==> src/rtl/core/b64d_pkg.sv <==
// Shared types, constants and the character decode function of the base64 stream decoder.
`timescale 1ns / 1ps

package b64d_pkg;

  localparam int unsigned CHAR_W    = 8;
  localparam int unsigned SEXTET_W  = 6;
  localparam int unsigned ACC_W     = 18;
  localparam int unsigned WORD_W    = 24;
  localparam int unsigned QDEPTH    = 4;
  localparam int unsigned QPTR_W    = $clog2(QDEPTH);
  localparam int unsigned QCNT_W    = $clog2(QDEPTH + 1);

  localparam logic [CHAR_W-1:0] CHAR_UPPER_A = 8'h41;
  localparam logic [CHAR_W-1:0] CHAR_UPPER_Z = 8'h5A;
  localparam logic [CHAR_W-1:0] CHAR_LOWER_A = 8'h61;
  localparam logic [CHAR_W-1:0] CHAR_LOWER_Z = 8'h7A;
  localparam logic [CHAR_W-1:0] CHAR_DIGIT_0 = 8'h30;
  localparam logic [CHAR_W-1:0] CHAR_DIGIT_9 = 8'h39;
  localparam logic [CHAR_W-1:0] CHAR_PLUS    = 8'h2B;
  localparam logic [CHAR_W-1:0] CHAR_SLASH   = 8'h2F;
  localparam logic [CHAR_W-1:0] CHAR_PAD     = 8'h3D;
  localparam logic [CHAR_W-1:0] LOWER_OFFSET = 8'd71;
  localparam logic [CHAR_W-1:0] DIGIT_OFFSET = 8'd4;
  localparam logic [SEXTET_W-1:0] SEXTET_PLUS  = 6'd62;
  localparam logic [SEXTET_W-1:0] SEXTET_SLASH = 6'd63;

  localparam logic [1:0] QUARTET_THIRD = 2'd2;
  localparam logic [1:0] QUARTET_FOURTH = 2'd3;

  typedef enum logic [1:0] {
    STAT_OK          = 2'd0,
    STAT_BAD_CHAR    = 2'd1,
    STAT_MID_QUARTET = 2'd2
  } status_e;

  // One queued job: up to three bytes, most significant byte goes out first.
  typedef struct packed {
    logic [WORD_W-1:0] bytes;
    logic [1:0]        cnt;      // number of words, 1..3
    logic              str_end;  // the job's last word closes the string
    status_e           status;
  } job_t;

  // Returns {bad, sextet}.
  function automatic logic [SEXTET_W:0] sextet_of(input logic [CHAR_W-1:0] c);
    logic [CHAR_W-1:0] t;
    logic [SEXTET_W:0] r;
    t = '0;
    r = {1'b1, {SEXTET_W{1'b0}}};
    if (c >= CHAR_UPPER_A && c <= CHAR_UPPER_Z) begin
      t = c - CHAR_UPPER_A;
      r = {1'b0, t[SEXTET_W-1:0]};
    end else if (c >= CHAR_LOWER_A && c <= CHAR_LOWER_Z) begin
      t = c - LOWER_OFFSET;
      r = {1'b0, t[SEXTET_W-1:0]};
    end else if (c >= CHAR_DIGIT_0 && c <= CHAR_DIGIT_9) begin
      t = c + DIGIT_OFFSET;
      r = {1'b0, t[SEXTET_W-1:0]};
    end else if (c == CHAR_PLUS) begin
      r = {1'b0, SEXTET_PLUS};
    end else if (c == CHAR_SLASH) begin
      r = {1'b0, SEXTET_SLASH};
    end else if (c == CHAR_PAD) begin
      r = {1'b0, CHAR_PAD[SEXTET_W-1:0]};
    end
    return r;
  endfunction

endpackage

==> src/rtl/core/b64d_front.sv <==
// Front end: classify characters, collect quartets and build output jobs.
`timescale 1ns / 1ps

module b64d_front (
  input  logic                      clk_i,
  input  logic                      rst_ni,
  input  logic                      in_valid_i,
  output logic                      in_ready_o,
  input  logic [b64d_pkg::CHAR_W-1:0] char_i,
  input  logic                      final_i,
  output logic                      push_o,
  output b64d_pkg::job_t            job_o,
  input  logic                      q_full_i
);
  import b64d_pkg::*;

  logic [ACC_W-1:0]    acc_q, acc_d;
  logic [1:0]          pos_q, pos_d;
  logic                third_pad_q, third_pad_d;
  logic                discard_q, discard_d;
  logic [SEXTET_W:0]   dec;
  logic                accept;
  logic                is_pad;
  logic [WORD_W-1:0]   word;

  assign in_ready_o = !q_full_i;
  assign accept     = in_valid_i && !q_full_i;
  assign dec        = sextet_of(char_i);
  assign is_pad     = (char_i == CHAR_PAD);
  assign word       = {acc_q, dec[SEXTET_W-1:0]};

  always_comb begin
    acc_d       = acc_q;
    pos_d       = pos_q;
    third_pad_d = third_pad_q;
    discard_d   = discard_q;
    push_o      = 1'b0;
    job_o       = '{bytes: '0, cnt: 2'd1, str_end: 1'b1, status: STAT_OK};
    if (accept) begin
      if (discard_q) begin
        // drop until the final character
        if (final_i) begin
          discard_d = 1'b0;
        end
      end else if (dec[SEXTET_W]) begin
        push_o      = 1'b1;
        job_o       = '{bytes: '0, cnt: 2'd1, str_end: final_i, status: STAT_BAD_CHAR};
        acc_d       = '0;
        pos_d       = '0;
        third_pad_d = 1'b0;
        discard_d   = !final_i;
      end else if (pos_q != QUARTET_FOURTH) begin
        if (pos_q == QUARTET_THIRD) begin
          third_pad_d = is_pad;
        end
        acc_d = {acc_q[ACC_W-SEXTET_W-1:0], dec[SEXTET_W-1:0]};
        pos_d = pos_q + 2'd1;
        if (final_i) begin
          push_o      = 1'b1;
          job_o       = '{bytes: '0, cnt: 2'd1, str_end: 1'b1, status: STAT_MID_QUARTET};
          acc_d       = '0;
          pos_d       = '0;
          third_pad_d = 1'b0;
        end
      end else begin
        push_o = 1'b1;
        job_o.bytes   = word;
        job_o.str_end = final_i;
        job_o.status  = STAT_OK;
        if (final_i && third_pad_q) begin
          job_o.cnt = 2'd1;
        end else if (final_i && is_pad) begin
          job_o.cnt = 2'd2;
        end else begin
          job_o.cnt = 2'd3;
        end
        acc_d       = '0;
        pos_d       = '0;
        third_pad_d = 1'b0;
      end
    end
  end

  always_ff @(posedge clk_i or negedge rst_ni) begin
    if (!rst_ni) begin
      acc_q       <= '0;
      pos_q       <= '0;
      third_pad_q <= 1'b0;
      discard_q   <= 1'b0;
    end else begin
      acc_q       <= acc_d;
      pos_q       <= pos_d;
      third_pad_q <= third_pad_d;
      discard_q   <= discard_d;
    end
  end

endmodule

==> src/rtl/core/b64d_queue.sv <==
// Short job queue between the front end and the byte emitter.
`timescale 1ns / 1ps

module b64d_queue (
  input  logic           clk_i,
  input  logic           rst_ni,
  input  logic           push_i,
  input  b64d_pkg::job_t push_data_i,
  output logic           full_o,
  input  logic           pop_i,
  output b64d_pkg::job_t pop_data_o,
  output logic           empty_o
);
  import b64d_pkg::*;

  job_t              mem_q [QDEPTH];
  logic [QPTR_W-1:0] wr_ptr_q, rd_ptr_q;
  logic [QCNT_W-1:0] cnt_q;

  assign full_o     = (cnt_q == QCNT_W'(QDEPTH));
  assign empty_o    = (cnt_q == '0);
  assign pop_data_o = mem_q[rd_ptr_q];

  always_ff @(posedge clk_i) begin
    if (push_i) begin
      mem_q[wr_ptr_q] <= push_data_i;
    end
  end

  always_ff @(posedge clk_i or negedge rst_ni) begin
    if (!rst_ni) begin
      wr_ptr_q <= '0;
      rd_ptr_q <= '0;
      cnt_q    <= '0;
    end else begin
      if (push_i) begin
        wr_ptr_q <= wr_ptr_q + QPTR_W'(1);
      end
      if (pop_i) begin
        rd_ptr_q <= rd_ptr_q + QPTR_W'(1);
      end
      case ({push_i, pop_i})
        2'b10:   cnt_q <= cnt_q + QCNT_W'(1);
        2'b01:   cnt_q <= cnt_q - QCNT_W'(1);
        default: cnt_q <= cnt_q;
      endcase
    end
  end

endmodule

==> src/rtl/core/b64d_back.sv <==
// Back end: unpack queued jobs into one output word per cycle while the output is ready.
`timescale 1ns / 1ps

module b64d_back (
  input  logic                        clk_i,
  input  logic                        rst_ni,
  input  logic                        q_empty_i,
  input  b64d_pkg::job_t              q_data_i,
  output logic                        q_pop_o,
  output logic                        out_valid_o,
  input  logic                        out_ready_i,
  output logic [b64d_pkg::CHAR_W-1:0] out_byte_o,
  output logic                        out_last_o,
  output logic                        out_end_o,
  output b64d_pkg::status_e           out_status_o
);
  import b64d_pkg::*;

  job_t       job_q, job_d;
  logic [1:0] idx_q, idx_d;
  logic       vld_q, vld_d;
  logic       last;
  logic       done;

  assign last = (idx_q == (job_q.cnt - 2'd1));
  assign done = vld_q && out_ready_i && last;
  assign q_pop_o = !q_empty_i && (!vld_q || done);

  assign out_valid_o  = vld_q;
  assign out_last_o   = last;
  assign out_end_o    = last && job_q.str_end;
  assign out_status_o = job_q.status;

  always_comb begin
    case (idx_q)
      2'd0:    out_byte_o = job_q.bytes[23:16];
      2'd1:    out_byte_o = job_q.bytes[15:8];
      default: out_byte_o = job_q.bytes[7:0];
    endcase
  end

  always_comb begin
    job_d = job_q;
    idx_d = idx_q;
    vld_d = vld_q;
    if (q_pop_o) begin
      job_d = q_data_i;
      idx_d = '0;
      vld_d = 1'b1;
    end else if (done) begin
      vld_d = 1'b0;
    end else if (vld_q && out_ready_i) begin
      idx_d = idx_q + 2'd1;
    end
  end

  always_ff @(posedge clk_i) begin
    job_q <= job_d;
  end

  always_ff @(posedge clk_i or negedge rst_ni) begin
    if (!rst_ni) begin
      idx_q <= '0;
      vld_q <= 1'b0;
    end else begin
      idx_q <= idx_d;
      vld_q <= vld_d;
    end
  end

endmodule

==> src/rtl/core/base64_stream_decoder_top.sv <==
// Top level of the base64 stream decoder.
`timescale 1ns / 1ps

// Decodes base64 text, one character per input word, into bytes, one byte per
// output word. Mark the last character of each encoded string with tlast.
// A-Z, a-z, 0-9, '+' and '/' carry six bits each; '=' inside data decodes as
// 61. Every fourth character releases three bytes, most significant first; in
// the final quartet a '=' in the third place trims it to one byte and a '='
// only in the fourth place to two. An unknown character gives one error word
// (status 1, byte 0) and the rest of the string is dropped up to and including
// its final character; a string that ends mid-quartet gives one word with
// status 2. tlast on the output marks the last word caused by one input
// character; tuser carries the end-of-string flag and the status.
// Rate: one character is accepted every cycle while the queue is not full, and
// one byte leaves every cycle while the output is ready and bytes wait. The
// front end classifies characters and writes one job per quartet, bad character
// or mid-quartet end into a four-entry queue; the back end drains a job one
// byte at a time. Since a quartet of four characters yields at most three
// bytes, input stalls only when the output side is held off.
module base64_stream_decoder_top (
  input  logic       clk_i,
  input  logic       rst_ni,
  input  logic       s_axis_tvalid_i,
  output logic       s_axis_tready_o,
  input  logic [7:0] s_axis_tdata_i,   // [7:0] char_code
  input  logic       s_axis_tlast_i,   // final_char
  output logic       m_axis_tvalid_o,
  input  logic       m_axis_tready_i,
  output logic [7:0] m_axis_tdata_o,   // [7:0] data_byte
  output logic       m_axis_tlast_o,   // run_last
  output logic [2:0] m_axis_tuser_o    // [0] string_end, [2:1] status
);
  import b64d_pkg::*;

  job_t    push_job, pop_job;
  logic    push, pop, q_full, q_empty;
  logic    out_end;
  status_e out_status;

  // Classify and assemble quartets.
  b64d_front u_front (
    .clk_i      (clk_i),
    .rst_ni     (rst_ni),
    .in_valid_i (s_axis_tvalid_i),
    .in_ready_o (s_axis_tready_o),
    .char_i     (s_axis_tdata_i),
    .final_i    (s_axis_tlast_i),
    .push_o     (push),
    .job_o      (push_job),
    .q_full_i   (q_full)
  );

  // Decouple character intake from byte delivery.
  b64d_queue u_queue (
    .clk_i       (clk_i),
    .rst_ni      (rst_ni),
    .push_i      (push),
    .push_data_i (push_job),
    .full_o      (q_full),
    .pop_i       (pop),
    .pop_data_o  (pop_job),
    .empty_o     (q_empty)
  );

  // Emit one byte per accepted output word.
  b64d_back u_back (
    .clk_i        (clk_i),
    .rst_ni       (rst_ni),
    .q_empty_i    (q_empty),
    .q_data_i     (pop_job),
    .q_pop_o      (pop),
    .out_valid_o  (m_axis_tvalid_o),
    .out_ready_i  (m_axis_tready_i),
    .out_byte_o   (m_axis_tdata_o),
    .out_last_o   (m_axis_tlast_o),
    .out_end_o    (out_end),
    .out_status_o (out_status)
  );

  assign m_axis_tuser_o = {out_status, out_end};

endmodule

==> config.mk <==
export PLATFORM = sky130hd
export DESIGN_NAME = base64_stream_decoder_top
export DESIGN_NICKNAME = d
export VERILOG_FILES = /design/src/rtl/core/b64d_pkg.sv /design/src/rtl/core/b64d_front.sv /design/src/rtl/core/b64d_queue.sv /design/src/rtl/core/b64d_back.sv /design/src/rtl/core/base64_stream_decoder_top.sv
export SDC_FILE = /design/constraint.sdc
export NUM_CORES = 1
export LEC_CHECK = 0
export ABC_AREA = 1
export BUFFER_PORTS_ARGS = -buffer_cell sky130_fd_sc_hd__clkbuf_2
export CORE_ASPECT_RATIO = 2
export CORE_UTILIZATION = 50
export CTS_BUF_LIST = sky130_fd_sc_hd__clkbuf_16
export DETAILED_ROUTE_END_ITERATION = 8
export GPL_TIMING_DRIVEN = 0
export PLACE_DENSITY = 0.63
export SYNTH_ARGS = -nofsm -noshare
export SYNTH_HDL_FRONTEND = slang
export SYNTH_SLANG_ARGS = --single-unit
==> constraint.sdc <==
create_clock -name clk_i -period 3.21 [get_ports clk_i]
set_input_delay 0.8025 -clock clk_i [delete_from_list [all_inputs] [get_ports clk_i]]
set_output_delay 0.8025 -clock clk_i [all_outputs]
set_load 0.005 [all_outputs]
== Word level (Yosys, flattened, before mapping) ==
Memories as Yosys holds them, arrays and structs flattened. A register that Yosys moved wholly into a read port is not among the register bits.
Cells that the tools add are included.
Widths: inputs -> output; s select.

* Memory bits (writable): 116
* Bits in registers: 32
* Memories: 1

* Reduce and logical (&&, ||, !) cells: 23
* $lt $le $gt $ge: 6
* Equal/unequal tests: 12
* $add $sub $neg: 10
* Bitwise gates (word level): 1
* Mux-type cells: 40

{| class="wikitable"
|+ Memory list
! memory !! words !! width !! rd ports !! clocked after memory_dff !! wr ports !! line !! text
|-
| u_queue.mem_q || 4 || 29 || 1 || 1 || 1 || b64d_queue.sv:16 || <nowiki>job_t mem_q [QDEPTH];</nowiki>
|}

{| class="wikitable"
|+ Operator list
! kind !! count
|-
| $mux 29 || 4
|-
| $mux 18 || 3
|-
| $mux 7 || 6
|-
| $eq 8x6->1 const B || 3
|-
| $mux 1 || 17
|-
| $ge 8x7->1 const B || 2
|-
| $le 8x7->1 const B || 2
|-
| $mux 2 || 8
|-
| $pmux 8 s2 || 1
|-
| $logic_and 1x1->1 || 10
|-
| $add 2x1->2 const B || 4
|-
| $ge 8x6->1 const B || 1
|-
| $le 8x6->1 const B || 1
|-
| $add 6x3->6 const B || 1
|-
| $pmux 3 s2 || 1
|-
| $reduce_bool 2->1 || 3
|-
| $sub 6x1->6 const B || 1
|-
| $sub 6x3->6 const B || 1
|-
| $eq 2x1->1 const B || 2
|-
| $eq 2x2->1 const B || 2
|-
| $logic_not 1->1 || 4
|-
| $ne 2x2->1 const B || 2
|-
| $ne 4x3->1 const B || 1
|-
| $reduce_and 2->1 || 2
|-
| other kinds (10) || 10
|}

== Longest topological paths before layout ==
Gate-level depths: netlist of the first run.

* Word-level depth: 12
* Mapped depth: 18
* Depth with buffers taken out: 18

== Cells and area by module ==
A second synthesis of the first run with hierarchy kept.

* Cells, all modules: 791
* Area total of the unflattened synthesis: 8411.8 sq um

{| class="wikitable"
|+ Modules (own cells, without submodules)
! module !! area an instance (sq um) !! times used !! cells each
|-
| b64d_queue || 5107.4 || 1 || 387
|-
| b64d_front || 2003.2 || 1 || 307
|-
| b64d_back || 1293.7 || 1 || 96
|-
| base64_stream_decoder_top || 7.5 || 1 || 1
|}

== Worst setup path after synthesis of the first run ==
Ideal clock, no wire load.

* Kind: input -> register
* From: input port s_axis_tdata_i[0]
* To: memory u_queue.mem_q[0][0] (netlist bit), enable pin
* Required time: 2.795 ns
* Cell stages on the path: 13
* Data arrival time: 3.211 ns
* Slack: -0.416 ns
* Path through: inv_1 > ha_1 > inv_1 > nand2_1 > nand2_1 > nand2_1 > nand2_2 > nand2_1 > nor2_4 > nand3_4 > nand2_2 > nand2_2 > nor2_1

* Longest elaborated chain between the ends: 12

{| class="wikitable"
|+ Ends and longest elaborated chain
! item !! line !! text
|-
| start, declared || base64_stream_decoder_top.sv:25 || <nowiki>input logic [7:0] s_axis_tdata_i,</nowiki>
|-
| $eq 8x6->1 || b64d_pkg.sv:64 || <nowiki>end else if (c == CHAR_PAD) begin</nowiki>
|-
| $mux 7 || b64d_pkg.sv:64 ||
|-
| $mux 7 || b64d_pkg.sv:62 || <nowiki>end else if (c == CHAR_SLASH) begin</nowiki>
|-
| $mux 7 || b64d_pkg.sv:60 || <nowiki>end else if (c == CHAR_PLUS) begin</nowiki>
|-
| $mux 7 || b64d_pkg.sv:57 || <nowiki>end else if (c >= CHAR_DIGIT_0 && c <= CHAR_DIGIT_9) begin</nowiki>
|-
| $mux 7 || b64d_pkg.sv:54 || <nowiki>end else if (c >= CHAR_LOWER_A && c <= CHAR_LOWER_Z) begin</nowiki>
|-
| $mux 7 * || b64d_pkg.sv:51 || <nowiki>if (c >= CHAR_UPPER_A && c <= CHAR_UPPER_Z) begin</nowiki>
|-
| $mux 1 * || b64d_front.sv:45 || <nowiki>end else if (dec[SEXTET_W]) begin</nowiki>
|-
| $mux 1 * || b64d_front.sv:40 || <nowiki>if (discard_q) begin</nowiki>
|-
| $mux 1 * || b64d_front.sv:39 || <nowiki>if (accept) begin</nowiki>
|-
| $mux 1 * || b64d_queue.sv:25 || <nowiki>if (push_i) begin</nowiki>
|-
| $mux 1 (implied by the code) * || b64d_queue.sv:26 || <nowiki>mem_q[wr_ptr_q] <= push_data_i;</nowiki>
|-
| end, declared || b64d_queue.sv:16 ||
|}

Mark *: on every way between the ends. The rest lies on a longest branch, timed or not.

== Final worst setup path of the first run ==
* From: input port s_axis_tdata_i[1]
* To: register u_queue.cnt_q[2]

* Longest elaborated chain between the ends: 12

{| class="wikitable"
|+ Ends and longest elaborated chain
! item !! line !! text
|-
| $eq 8x6->1 || b64d_pkg.sv:64 ||
|-
| $mux 7 || b64d_pkg.sv:64 ||
|-
| $mux 7 || b64d_pkg.sv:62 ||
|-
| $mux 7 || b64d_pkg.sv:60 ||
|-
| $mux 7 || b64d_pkg.sv:57 ||
|-
| $mux 7 || b64d_pkg.sv:54 ||
|-
| $mux 7 * || b64d_pkg.sv:51 ||
|-
| $mux 1 * || b64d_front.sv:45 ||
|-
| $mux 1 * || b64d_front.sv:40 ||
|-
| $mux 1 * || b64d_front.sv:39 ||
|-
| $eq 2x1->1 or $eq 2x2->1 (tied branches) || b64d_queue.sv:42 || <nowiki>case ({push_i, pop_i})</nowiki>
|-
| $pmux 3 s2 or $reduce_bool 2->1 (tied branches) || n/a ||
|-
| end signal, assigned || b64d_queue.sv:43 || <nowiki>2'b10: cnt_q <= cnt_q + QCNT_W'(1);</nowiki>
|-
| end signal, assigned || b64d_queue.sv:44 || <nowiki>2'b01: cnt_q <= cnt_q - QCNT_W'(1);</nowiki>
|-
| end signal, assigned || b64d_queue.sv:45 || <nowiki>default: cnt_q <= cnt_q;</nowiki>
|-
| end, declared || b64d_queue.sv:18 || <nowiki>logic [QCNT_W-1:0] cnt_q;</nowiki>
|}

Marked as above.
A chain may end at the register's enable or synchronous reset.

==> results of run 1 <==
stage by stage:
| stage | setup TNS (ps) | setup WS, ps |
|---|---|---|
| floorplan | -48270 | -416 |
| global placement | -225420 | -1990 |
| detailed placement | -17480 | -561 |
| CTS | -20.6 | -20.6 |
| global route | 0 | 6.24 |
| finish | 0 | 185 |
registers in the layout (all words and copies together) (netlist names):
| register | count |
|---|---|
| u_front.third_pad_q | 1 |
| u_back.out_status_o | 2 |
| u_front.acc_q | 18 |
| u_back.out_valid_o | 1 |
| u_front.discard_q | 1 |
| u_queue.rd_ptr_q | 2 |
| u_queue.wr_ptr_q | 2 |
| u_back.job_q | 27 |
| u_queue.mem_q | 116 |
| u_back.idx_q | 2 |
| u_queue.cnt_q | 3 |
| u_front.pos_q | 2 |
synth_stat cells, types with 2 or more instances:
cell | number | area [sq um]
a22oi_1 | 9 | 67.6
o21ai_0 | 71 | 355
nand3_1 | 18 | 90.1
buf_1 | 2 | 7.51
xnor2_1 | 3 | 26.3
a21oi_1 | 8 | 40.0
clkbuf_1 | 20 | 75.1
o22ai_1 | 29 | 181
nand2_4 | 2 | 22.5
inv_2 | 5 | 18.8
nand2_2 | 5 | 31.3
nor2_4 | 2 | 22.5
or2_2 | 2 | 12.5
nor2_2 | 22 | 138
edfxtp_1 | 145 | 4350
buf_6 | 3 | 33.8
nor2_1 | 98 | 368
dfrtp_1 | 32 | 801
ha_1 | 18 | 225
nand3_4 | 3 | 52.6
o21ai_2 | 10 | 87.6
nand2_1 | 126 | 473
nor3_1 | 6 | 30.0
inv_1 | 59 | 221
xor2_1 | 7 | 61.3
buf_4 | 3 | 22.5
area by class of cell:
class                           instances  area, sq um
Clock buffer                           17          425
Buffer                                 29          144
Tap cell                              198          248
Sequential cell                       177         5150
Timing Repair Buffer                   30          213
Fill cell                            1301         6400
Inverter                               65          245
Clock inverter                         15          155
Multi-Input combinational cell        444         2390
final timing paths:
check                                   from                to  slack (ps)
max                        s_axis_tdata_i[1]  u_queue.cnt_q[2]         190
min                         u_front.acc_q[3]  u_front.acc_q[3]         480
max reg2reg                  u_back.idx_q[0]  u_queue.cnt_q[2]         240
min reg2reg                 u_front.acc_q[3]  u_front.acc_q[3]         480
max in group asynchronous             rst_ni  u_front.acc_q[8]        2150
min in group asynchronous             rst_ni  u_queue.cnt_q[1]         490
placed cells by master (no fill, tap or decap), drive strengths merged, types with 7 or more instances in the layout:
master,instances
a21oi,9
dfrtp,32
clkbuf,62
o21ai,82
xor2,7
o22ai,29
nand2,133
ha,18
clkinv,7
nand3,22
nor2,122
buf,14
a22oi,9
inv,70
edfxtp,145
layer usage:
layer / GRT usage, % / vias to the layer above
met3: 3.13 / 23
met1: 25.2 / 2612
met4: 8.65 / 0
met5: 0 / -
met2: 44.9 / 125
li1: - / 2529
power breakdown:
group	internal [mW]	switching, mW
logic	0.668	1.50
clock network	1.15	0.874
registers	3.01	0.172
total	4.83	2.55
kinds of logic after synthesis:
family                     after synthesis  synth area share, %
buffers and inverters                   94                 4.92
and+or+nand+nor                        286                 15.9
DFF                                    177                 65.4
xor gates and xnor gates                10                 1.11
AOI/OAI and AO/OA                      129                 9.47
adders and majority gates               19                 3.11
worst min-delay path: cells and delay by family (launching register included):
family	cells	cell delay, ps
flip-flops	1	340
AND/OR/NAND/NOR	2	110
timing repair:
item	4_1_cts	5_1_grt
cloned	0	0
pin swaps	0	1
endpoints found under the setup margin	3	2
gates resized for setup	2	6
setup buffers	0	1
==> reports/results.tsv, run 1 <==
metric	value	unit
Hold Slack	481	ps
Pre-antenna DRT Iters	6	
Final Max Slew Viols	0	
PortBufs	25	
Crit path buffers/inverters	4	
initial antenna violation count	0	
Final Cycle Share	94.2	%
top sig layer	met4	
RSZ-0062 raised after global routing	false	
critical path class	input port to flop	
reg2reg path depth	13	
Max Buffers Root-to-Sink	2	
Max-Cap Viols	0	
Cells after DPL	942	
first-pass GRT wire length	28400	microns
routed length per instance	18.4	microns
Syn Inst Count	715	
outcome	completed	
Avg Inst Size Synth	11.0	sq um
die area	16300	sq um
cell repeated most along the worst path	inv_1	
EDFF count, synth	145	
Mapped Nets	747	
pin count of the biggest net entering global routing	34	
register area share after synthesis	65.4	%
Yosys reg bits	177	
PnR Total Power	7.38	mW
Placed Area	8360	sq um
Ports	27	
final wirelength	17900	microns
metal3 WL	520	microns
Setup crit end kind	flop	
core footprint	15400	sq um
Unique masters post-synth	33	
PD cells	822	nW/um^2
fin crit period	3020	ps
area grow syn2layout	13.9	%
die width	90.8	microns
DRT met1 WL	6650	microns
Worst Setup Start Kind	input port	
hold_buf cts	0	
H-tree depth	4	
DRT iter0 DRCs	360	
post-DR vias/cell	5.42	
critical path data required time	3520	ps
Site Rows	64	
cts bufs inserted	17	
crit-path leading delay family	simple AND/OR/NAND/NOR gates	
Non-Filler Instances	975	
met2 wire len	10400	microns
WP depth	18	
max incr delay on CP	440	ps
final core utilization	58.4	%
fin area	8970	sq um
largest fanout on the critical path	8	
Final Hold Viols	0	
Max Freq	331	MHz
CP max stage cell	fa_1	
clk sinks	177	
Root Buffer	clkbuf_16	
Vias	5289	
clk_skew	8.52	ps
Worst EP arrival	3340	ps
gr usage total	23.3	%
post-DP HPWL	12500	microns
total grt overflow	0	
Final nets	796	
DR DRC count	0	
final setup vio count	0	
vias in the first global route	5286	
WHS Path Cells	2	
clk slew on worst S/H paths	70	ps
Syn Std Cell Area	7880	sq um
Max VDD drop	0.564	mV
initial core utilization	51.2	%
gp weighted congestion	0.841	
synthesis warning total	0	
CTS tree	done	
max_slew headroom	39.8	%
diode count	0	
ys async rst share	18.1	%
Cell Chain, Critical Path	clkbuf_2 > inv_1 > ha_1 > inv_1 > nand2_1 > nand2_2 > nor2_1 > nor2_2 > nand2_4 > nand3_4 > nand2_4 > nand2_8 > ha_1 > inv_1 > fa_1 > a21oi_1 > o21ai_0 > xnor2_1	
dominant synthesized flop cell	edfxtp_1	
Clock Latency Late Sink	430	ps
layout cells sized above 1	16.5	%
worst min-delay path class	flop to flop	
antenna-violating nets left	0	
worst-margin pin slew	903	ps
Static Leak	3.45	nW
DIE HEIGHT	180	microns
Power figures use the tool's default switching activity.
==> run 2, diff against run 1 <==
Settings changed: PLACE_DENSITY 0.63 to 0.66, SETUP_SLACK_MARGIN set to 0.05.
==> run 2 against run 1 <==
Clock-buffer cell count did not move. Wire length hardly changed. Clock skew increased by 1.0 ps. Global-route usage decreased by 0.24 points. Sequential share of layout area is 0.064 points lower. Combinational power about the same. Total power fell by 0.36%. Non-clock buffer count up 5. First-iteration DRC count is 12% lower. Critical path depth decreased by 11. Register-to-register slack improved by 140 ps. Clock power down 2%. Critical endpoint is now m_axis_tdata_o[7]. Largest power group unchanged.
==> reports/results.tsv, run 2 (synthesized netlist as in run 1, its figures left out) <==
metric	value	unit	change
initial antenna violation count	0		unchanged
most frequent cells in the layout	145 x edfxtp_1, 125 x nand2_1, 93 x nor2_1, 70 x o21ai_0, 57 x inv_1		
post-DP HPWL	12400	microns	-1.3%
outcome	completed		
crit-path leading delay family	simple AND/OR/NAND/NOR gates		
Cell Chain, Critical Path	inv_1 > ha_1 > clkbuf_1 > nor2_2 > a22oi_1 > nand2_1 > clkbuf_2		
max FFs per register	116		unchanged
vias in the first global route	5377		+1.7%
CTS tree	done		
Ports	27		unchanged
Worst EP arrival	2230	ps	-1110 ps
gp weighted congestion	0.818		-2.7%
footprint of the multi-input gates	2370	sq um	-0.58%
diode count	0		unchanged
Site Rows	64		unchanged
clk sinks	177		unchanged
Pre-antenna DRT Iters	4		-2
cts bufs inserted	17		unchanged
Final Hold Viols	0		unchanged
P_int	4.77	mW	-1.3%
Setup crit end kind	output pin		
first-pass GRT wire length	28000	microns	-1.3%
area grow syn2layout	14.0	%	
worst min-delay path class	input port to asynchronous set/reset pin		
RSZ-0062 raised after global routing	false		
Net Sw Frac	35.1	%	+0.58 points
DRT iter0 DRCs	318		-12%
DR DRC count	0		unchanged
CP max stage cell	nor2_2		
core footprint	15400	sq um	unchanged
PnR Total Power	7.35	mW	-0.36%
number of fill cells	1327		+2.0%
die width	90.8	microns	unchanged
DIE HEIGHT	180	microns	unchanged
most common cell after layout, fill and taps aside	edfxtp_1		
setup ws final	182	ps	-2.86 ps
fin crit period	3030	ps	+2.86 ps
switching pwr	2.58	mW	+1.3%
Vias	5220		-1.3%
total grt overflow	0		unchanged
reg2reg path depth	13		unchanged
Crit path buffers/inverters	3		-1
Static Leak	3.45	nW	about the same
critical path class	flop to output pin		
setup TNS	0	ps	unchanged
largest fanout on the critical path	9		+1
antenna-violating nets left	0		unchanged
routed length per instance	18.3	microns	-0.50%
largest registers	u_queue.mem_q: 116 flops, u_back.job_q: 27 flops, u_front.acc_q: 18 flops		
max incr delay on CP	500	ps	+60 ps
Hold Slack	477	ps	-4.27 ps
Root Buffer	clkbuf_16		
Max Freq	330	MHz	about the same
clk_skew	9.55	ps	+1.04 ps
max_slew headroom	41.5	%	+1.6 points
Worst Setup Start Kind	flop		
Biggest register	u_queue.mem_q		
Final nets	801		+0.63%
Clock Latency Late Sink	430	ps	about the same
clock group share of total power	27.0	%	-0.5 points
Final Cycle Share	94.3	%	about the same
Max VDD drop	0.414	mV	-27%
Reg area	5150	sq um	unchanged
fin area	8980	sq um	+0.11%
Final Max Slew Viols	0		unchanged
PortBufs	25		unchanged
WP depth	7		-11
H-tree depth	4		unchanged
PD cells	818	nW/um^2	-0.48%
post-DR vias/cell	5.33		-1.8%
layout cells sized above 1	17.1	%	+0.66 points
combinational share of power	29.8	%	+0.4 points
final wirelength	17900	microns	about the same
final setup vio count	0		unchanged
Max Buffers Root-to-Sink	2		unchanged
worst-margin pin slew	878	ps	-24.7 ps
Placed Area	8360	sq um	unchanged
die area	16300	sq um	unchanged
Place WS	-539	ps	+22.0 ps
sequential power share	43.2	%	about the same
critical path data required time	2410	ps	-1110 ps
Max-Cap Viols	0		unchanged
gr usage total	23.1	%	-0.24 points
pin count of the biggest net entering global routing	34		unchanged
clk slew on worst S/H paths	70	ps	about the same
initial core utilization	51.2	%	unchanged
[run 2: cell types whose count changed in the layout (fill, tap and decap cells not counted), sizes merged]
cell      change
buf           +5
clkinvlp      +2
bufinv        -1
inv           -1
[run 2: final timing paths]
check	slack [ps]	endpoint	startpoint
hold reg to reg	480	u_front.acc_q[3]	u_front.acc_q[3]
min in group clk_i	480	u_front.acc_q[3]	u_front.acc_q[3]
max in group asynchronous	2170	u_front.acc_q[14]	rst_ni
setup / recovery	180	m_axis_tdata_o[7]	u_back.idx_q[0]
setup reg to reg	380	u_queue.cnt_q[2]	u_back.idx_q[0]
hold / removal	480	u_queue.cnt_q[0]	rst_ni
[run 2: final cells by class]
class                   instances  share of cell area [%]
plain buffers                  29                    1.60
inverters                      65                    2.77
multi-input cells             444                    26.4
clock buffers                  17                    4.74
well taps                     198                    2.76
flip-flops and latches        177                    57.4
clock inverters                15                    1.53
repair buffers                 35                    2.79
[run 2: repair_timing]
action / in CTS / in global routing
gates resized for setup: 2 / 8
endpoints found under the setup margin: 9 / 2
setup buffers: 0 / 6
pin swaps: 0 / 3
hold buffers: 0 / 0
[run 2: metal layers]
metal | up-vias | routed length, microns | global-route usage (%) | part of all wire (%)
li1 | 2546 | - | - | -
met1 | 2558 | 6660 | 24.3 | 37
met2 | 85 | 10300 | 43.8 | 58
met3 | 31 | 382 | 2.96 | 2.1
met4 | 0 | 540 | 11.7 | 3.0
met5 | - | 0 | 0 | 0
[run 2: worst reg2reg max path, stage by stage (launching register included)]
cell and delay, ps:
dfrtp_1 380, inv_1 80, or2_2 270, o21ai_1 220, nand2_1 80, nand2_1 80
nand2_1 160, inv_6 320, ha_1 230, inv_1 80, fa_1 440, a21oi_1 150
o21ai_1 90, xnor2_1 130
[run 2: power groups by stage]
stage          sequential (mW)  combinational [mW]  clock [mW]
2_1_floorplan             3.17                1.36           0
3_3_place_gp              3.22                2.03           0
3_5_place_dp              3.22                2.17           0
4_1_cts                   3.18                2.20        2.00
5_1_grt                   3.21                2.43        2.10
6_report                  3.17                2.19        1.98
[run 2: metrics by stage]
| stage | util (%) | cells |
|---|---|---|
| 3_3_place_gp | 53.7 | 938 |
| 3_5_place_dp | 54.4 | 942 |
| 4_1_cts | 58.1 | 974 |
| 5_1_grt | 58.4 | 980 |
| 2_1_floorplan | - | 715 |
| 6_report | 58.4 | 980 |
